## config.mk

```make
export PLATFORM = sky130hd
export DESIGN_NAME = ohd_cos
export DESIGN_NICKNAME = d
export VERILOG_FILES = /design/src/hw/rtl/ohd_pkg.sv /design/src/hw/rtl/ohd_cos.sv
export SDC_FILE = /design/constraint.sdc
export NUM_CORES = 2
export LEC_CHECK = 0
export BUFFER_PORTS_ARGS = -buffer_cell sky130_fd_sc_hd__buf_2
export CAP_MARGIN = 20
export CORE_AREA = 2 2 276 551
export CTS_BUF_LIST = sky130_fd_sc_hd__clkbuf_4 sky130_fd_sc_hd__clkbuf_8 sky130_fd_sc_hd__clkbuf_16
export DETAILED_ROUTE_END_ITERATION = 8
export DIE_AREA = 0 0 278 553
export PLACE_DENSITY = 0.63
export SETUP_SLACK_MARGIN = 0.1
export SYNTH_ARGS = -nofsm -noshare
export SYNTH_HDL_FRONTEND = slang
export SYNTH_SLANG_ARGS = --single-unit
```

## constraint.sdc

```tcl
create_clock -name clk_i -period 17.3 [get_ports clk_i]
set_input_delay 1.73 -clock clk_i [delete_from_list [all_inputs] [get_ports clk_i]]
set_output_delay 1.73 -clock clk_i [all_outputs]
set_load 0.1 [all_outputs]
```

## src/hw/rtl/ohd_pkg.sv

```systemverilog
package ohd_pkg;

  localparam int COS_TABLE_BITS = 10;
  localparam int COS_STAGES     = 7;

  localparam int DIR_W  = 18;
  localparam int T1_W   = 20;
  localparam int T2_W   = 22;
  localparam int GAIN_W = 17;

  localparam int Z_W   = 29;
  localparam int ACC_W = 31;

  localparam logic [ACC_W-1:0] COEF_C1 = 31'd331168970;
  localparam logic [ACC_W-1:0] COEF_C2 = 31'd1089502240;
  localparam logic [ACC_W-1:0] COEF_C3 = 31'd1433727481;
  localparam logic [ACC_W-1:0] COEF_C4 = 31'd1010737360;
  localparam logic [24:0]      ONE_Q24 = 25'd16777216;

endpackage

```

## src/hw/rtl/ohd_cos.sv

```systemverilog
module ohd_cos #(
  parameter int CosTableBits = ohd_pkg::COS_TABLE_BITS
) (
  input  logic                            clk_i,
  input  logic [ohd_pkg::COS_STAGES-1:0]  en_i,
  input  logic [31:0]                     phase_i,
  output logic [ohd_pkg::GAIN_W-1:0]      gain_o
);
  import ohd_pkg::*;

  localparam int Drop   = 32 - CosTableBits;
  localparam int ProdW  = Z_W + ACC_W - 32;
  localparam int MulW   = Z_W + ACC_W;
  localparam logic [17:0] OneQ16 = 18'd65536;

  // fold onto a quarter turn
  logic [32:0]         trunc_d;
  logic [32:0]         half_d;
  logic [32:0]         quarter_full;
  logic [30:0]         quarter_d;
  logic                neg_d;
  logic [30:0]         quarter_q;
  logic                neg_q [0:5];
  logic [61:0]         square;
  logic [Z_W-1:0]      z_q [1:4];
  logic [MulW-1:0]     mul2, mul3, mul4, mul5;
  logic [ACC_W-1:0]    acc3, acc4, acc5;
  logic [ProdW-1:0]    prod_q [2:5];
  logic signed [29:0]  r_full;
  logic [24:0]         r_clamp;
  logic [16:0]         r_q16;
  logic [17:0]         raised;
  logic [GAIN_W-1:0]   gain_d;
  logic [GAIN_W-1:0]   gain_q;

  always_comb begin
    trunc_d = {1'b0, phase_i[31:Drop], {Drop{1'b0}}};
    half_d  = trunc_d[31] ? (33'h1_0000_0000 - trunc_d) : trunc_d;
    if (half_d > 33'h0_4000_0000) begin
      quarter_full = 33'h0_8000_0000 - half_d;
      neg_d        = 1'b1;
    end else begin
      quarter_full = half_d;
      neg_d        = 1'b0;
    end
    quarter_d = quarter_full[30:0];
  end

  assign square = 62'(quarter_q) * 62'(quarter_q);
  assign mul2   = MulW'(z_q[1]) * MulW'(COEF_C4);
  assign acc3   = COEF_C3 - ACC_W'(prod_q[2]);
  assign mul3   = MulW'(z_q[2]) * MulW'(acc3);
  assign acc4   = COEF_C2 - ACC_W'(prod_q[3]);
  assign mul4   = MulW'(z_q[3]) * MulW'(acc4);
  assign acc5   = COEF_C1 - ACC_W'(prod_q[4]);
  assign mul5   = MulW'(z_q[4]) * MulW'(acc5);

  always_comb begin
    r_full = $signed({5'b0, ONE_Q24}) - $signed({2'b0, prod_q[5]});
    if (r_full < 0) begin
      r_clamp = '0;
    end else if (r_full > $signed({5'b0, ONE_Q24})) begin
      r_clamp = ONE_Q24;
    end else begin
      r_clamp = r_full[24:0];
    end
    r_q16  = r_clamp[24:8];
    raised = neg_q[5] ? (OneQ16 + {1'b0, r_q16}) : (OneQ16 - {1'b0, r_q16});
    gain_d = raised[17:1];
  end

  always_ff @(posedge clk_i) begin
    if (en_i[0]) begin
      quarter_q <= quarter_d;
      neg_q[0]  <= neg_d;
    end
    if (en_i[1]) begin
      z_q[1]   <= square[60:32];
      neg_q[1] <= neg_q[0];
    end
    if (en_i[2]) begin
      z_q[2]    <= z_q[1];
      prod_q[2] <= mul2[MulW-1:32];
      neg_q[2]  <= neg_q[1];
    end
    if (en_i[3]) begin
      z_q[3]    <= z_q[2];
      prod_q[3] <= mul3[MulW-1:32];
      neg_q[3]  <= neg_q[2];
    end
    if (en_i[4]) begin
      z_q[4]    <= z_q[3];
      prod_q[4] <= mul4[MulW-1:32];
      neg_q[4]  <= neg_q[3];
    end
    if (en_i[5]) begin
      prod_q[5] <= mul5[MulW-1:32];
      neg_q[5]  <= neg_q[4];
    end
    if (en_i[6]) begin
      gain_q <= gain_d;
    end
  end

  assign gain_o = gain_q;

endmodule

```

==> reports/results.ini <==
[setup_path]
ff2ff_path_depth=33
critical_path_arrival_ns=11.35
cp.required_ns=17.60
worst-path-max-fanout=17
crit_slowest_cell=xor2_2
cpPeakStageDelay_ns=0.78
r2r-end=prod_q[2][27]
worst-setup-path-type=reg2reg
r2r_slack_ns=6.26
start_kind=flip-flop
cp-end-kind=flip-flop
endpoint=prod_q[2][27]
critPathLaunch=prod_q[1][28]
rr_startpoint=prod_q[1][28]
path_common_cell=fa_1

[status]
run_status=complete, no violations

[routing]
finalWirelength_um=169000
first_iter_violations=1653
ant_nets=0
wl_per_cell_um=19.1
via_per_inst=5.28
vias=46685
dr.pass1.iters=5
drc_errors=0

[clocking]
tritoncts=done
numCtsBuffers=25
clockRootBuffer=clkbuf_16
cts.sinks=207
clk_path_buf_depth=3
post_cts_resized=0
htreeDepth=1
postCtsHoldBufs=0
clk_pin_slew_ns=0.07
clk_latency_ns=0.62
cts_setup_buffers=0

[die]
design.die.area_um2=154000
core-area_um2=150000
initial_utilization=0.448
num_rows=201
fp.dieW_um=278
die_h_um=553
io_pins=57

[sta]
slew_violations=0
post-route-min-period_ns=11.04
slew_headroom=0.216
final-setup-viol-count=0
max_freq_mhz=90.6
post-route-period-util=0.638
final.setup.tns_ns=0
worst_pin_slew_ns=1.18
final.setup_skew_ns=0.0176
whs_ns=0.412
rsz0062_at_grt=false
final-hold-violation-count=0

[yosys]
synth_seq_cells=207
yosysTopAreaCell=fa_1
postSynthCellCount=6973
async_flop_share=0
netlist_area_um2=67000
yosysWarnings=0
synth.top_cells.by_area=fa_1 (40%), ha_1 (20%), edfxtp_1 (9.3%)
syn_area_per_cell_um2=9.61
synthFlopType=edfxtp_1
syn_nets=9393
yosysMostFrequentCell=inv_1
synthTopCellsByCount=inv_1 (1,642), fa_1 (1,324), ha_1 (1,056)
synth_edf_count=207
yosysTopAreaCellShare=0.395
yosysSeqAreaShare=0.0927
yosysUniqueCellTypes=91

[placement]
dpl.hpwl_um=142000
gp_congestion=0.892
numPortBuffers=34
dpl_cell_area_um2=69900

[grt]
grt_use_total=0.227
grt.overflow.total=0
grt_start_max_net_pins=46
grt_pass1_wl_um=274000
antenna_found_initial=4
grt_pass1_vias=53975

[layout]
fill_cells=14037
nets=9318
final_area_um2=70700
synthToLayoutAreaGrowth_pct=5.51
drive_gt1_frac=0.0389

[job]
drv_cap=0

[worst_hold_path]
hold_path.class=reg2reg

how the worst min path moves through the flow:
| stage | from | end | slack (ns) | depth (start not counted) |
|---|---|---|---|---|
| detailed placement | neg_q[1] | neg_q[2] | 0.41 | 0 |
| finish | neg_q[1] | neg_q[2] | 0.41 | 0 |
| floorplan | neg_q[0] | neg_q[1] | 0.40 | 0 |
| global placement | neg_q[1] | neg_q[2] | 0.41 | 0 |
| CTS | neg_q[1] | neg_q[2] | 0.41 | 0 |
| global route | neg_q[1] | neg_q[2] | 0.42 | 0 |
sequential cells by signal, summed over array words and instances (netlist names):
name / flops
prod_q: 111
quarter_q: 9
gain_o: 17
z_q: 64
neg_q: 6
layout make-up:
type / instances / area [µm²] / share of cell area
clock inverter: 14 / 133 / 0.00188
timing repair buffer: 144 / 1070 / 0.0152
multi-input combinational: 4877 / 54100 / 0.765
sequential: 207 / 6220 / 0.0879
tap: 1928 / 2410 / 0.0341
clock buffer: 27 / 641 / 0.00906
antenna: 1 / 2.50 / 0.0000354
inverter: 1643 / 6170 / 0.0872
critical path: cells and delay by family, from the launching register on:
family / cells / cell delay [ns]
buffers and inverters: 6 / 0.58
flip-flops: 1 / 0.32
AND/OR/NAND/NOR: 10 / 2.62
AO/OA/AOI/OAI: 5 / 1.83
XOR/XNOR: 2 / 1.21
adder cells (fa/ha/maj): 10 / 4.13
placed cells by master, fill, tap and decap left out, types with 9 or more instances in the layout:
master,netlist,final
and2_1,663,663
or3_1,9,9
buf_4,0,104
xor2_2,0,21
fa_1,1324,1324
nand2_1,850,850
buf_2,7,34
nand3_1,38,38
edfxtp_1,207,207
ha_1,1056,1056
and3_1,37,37
a21o_1,52,52
nor4_1,9,9
nand4_1,30,30
nor2b_1,40,40
a211oi_1,13,13
o21ai_0,65,65
a21oi_1,97,97
clkbuf_16,0,25
o21bai_1,17,17
xnor2_2,1,29
nand2b_1,20,20
inv_1,1642,1642
xnor2_1,151,123
xor2_1,74,53
nor2_1,127,126
o21a_1,28,28
nor3_1,28,28
a31oi_1,15,15
kinds of logic (layout without fill, tap and decap cells):
family / Yosys count / in the layout / synth area share
xor gates and xnor gates: 226 / 226 / 0.0296
AOI/OAI and AO/OA: 373 / 373 / 0.0381
and+or+nand+nor: 1893 / 1893 / 0.140
DFF: 207 / 207 / 0.0927
other: 0 / 1 / 0
buffers and inverters: 1889 / 1828 / 0.106
muxes: 5 / 5 / 0.000765
adders and majority gates: 2380 / 2380 / 0.593
per-stage QoR:
step	worst slack, ns	utilization	instances
3_3_place_gp	6.09	0.467	8793
6_report	6.26	0.473	8841
5_1_grt	5.62	0.473	8841
3_5_place_dp	6.03	0.467	8796
2_1_floorplan	8.60	-	6973
4_1_cts	6.00	0.472	8837
layer usage:
| layer | up-vias | GRT usage | routed length (µm) |
|---|---|---|---|
| met1 | 23935 | 0.195 | 50300 |
| met5 | - | 0 | 11 |
| met4 | 2 | 0.161 | 13800 |
| met3 | 660 | 0.0166 | 4620 |
| li1 | 20959 | - | - |
| met2 | 1129 | 0.475 | 100000 |
Power is left out: the tool's default activity adds up to more than one toggle a clock period on the data nets, which glitch-free logic cannot reach.
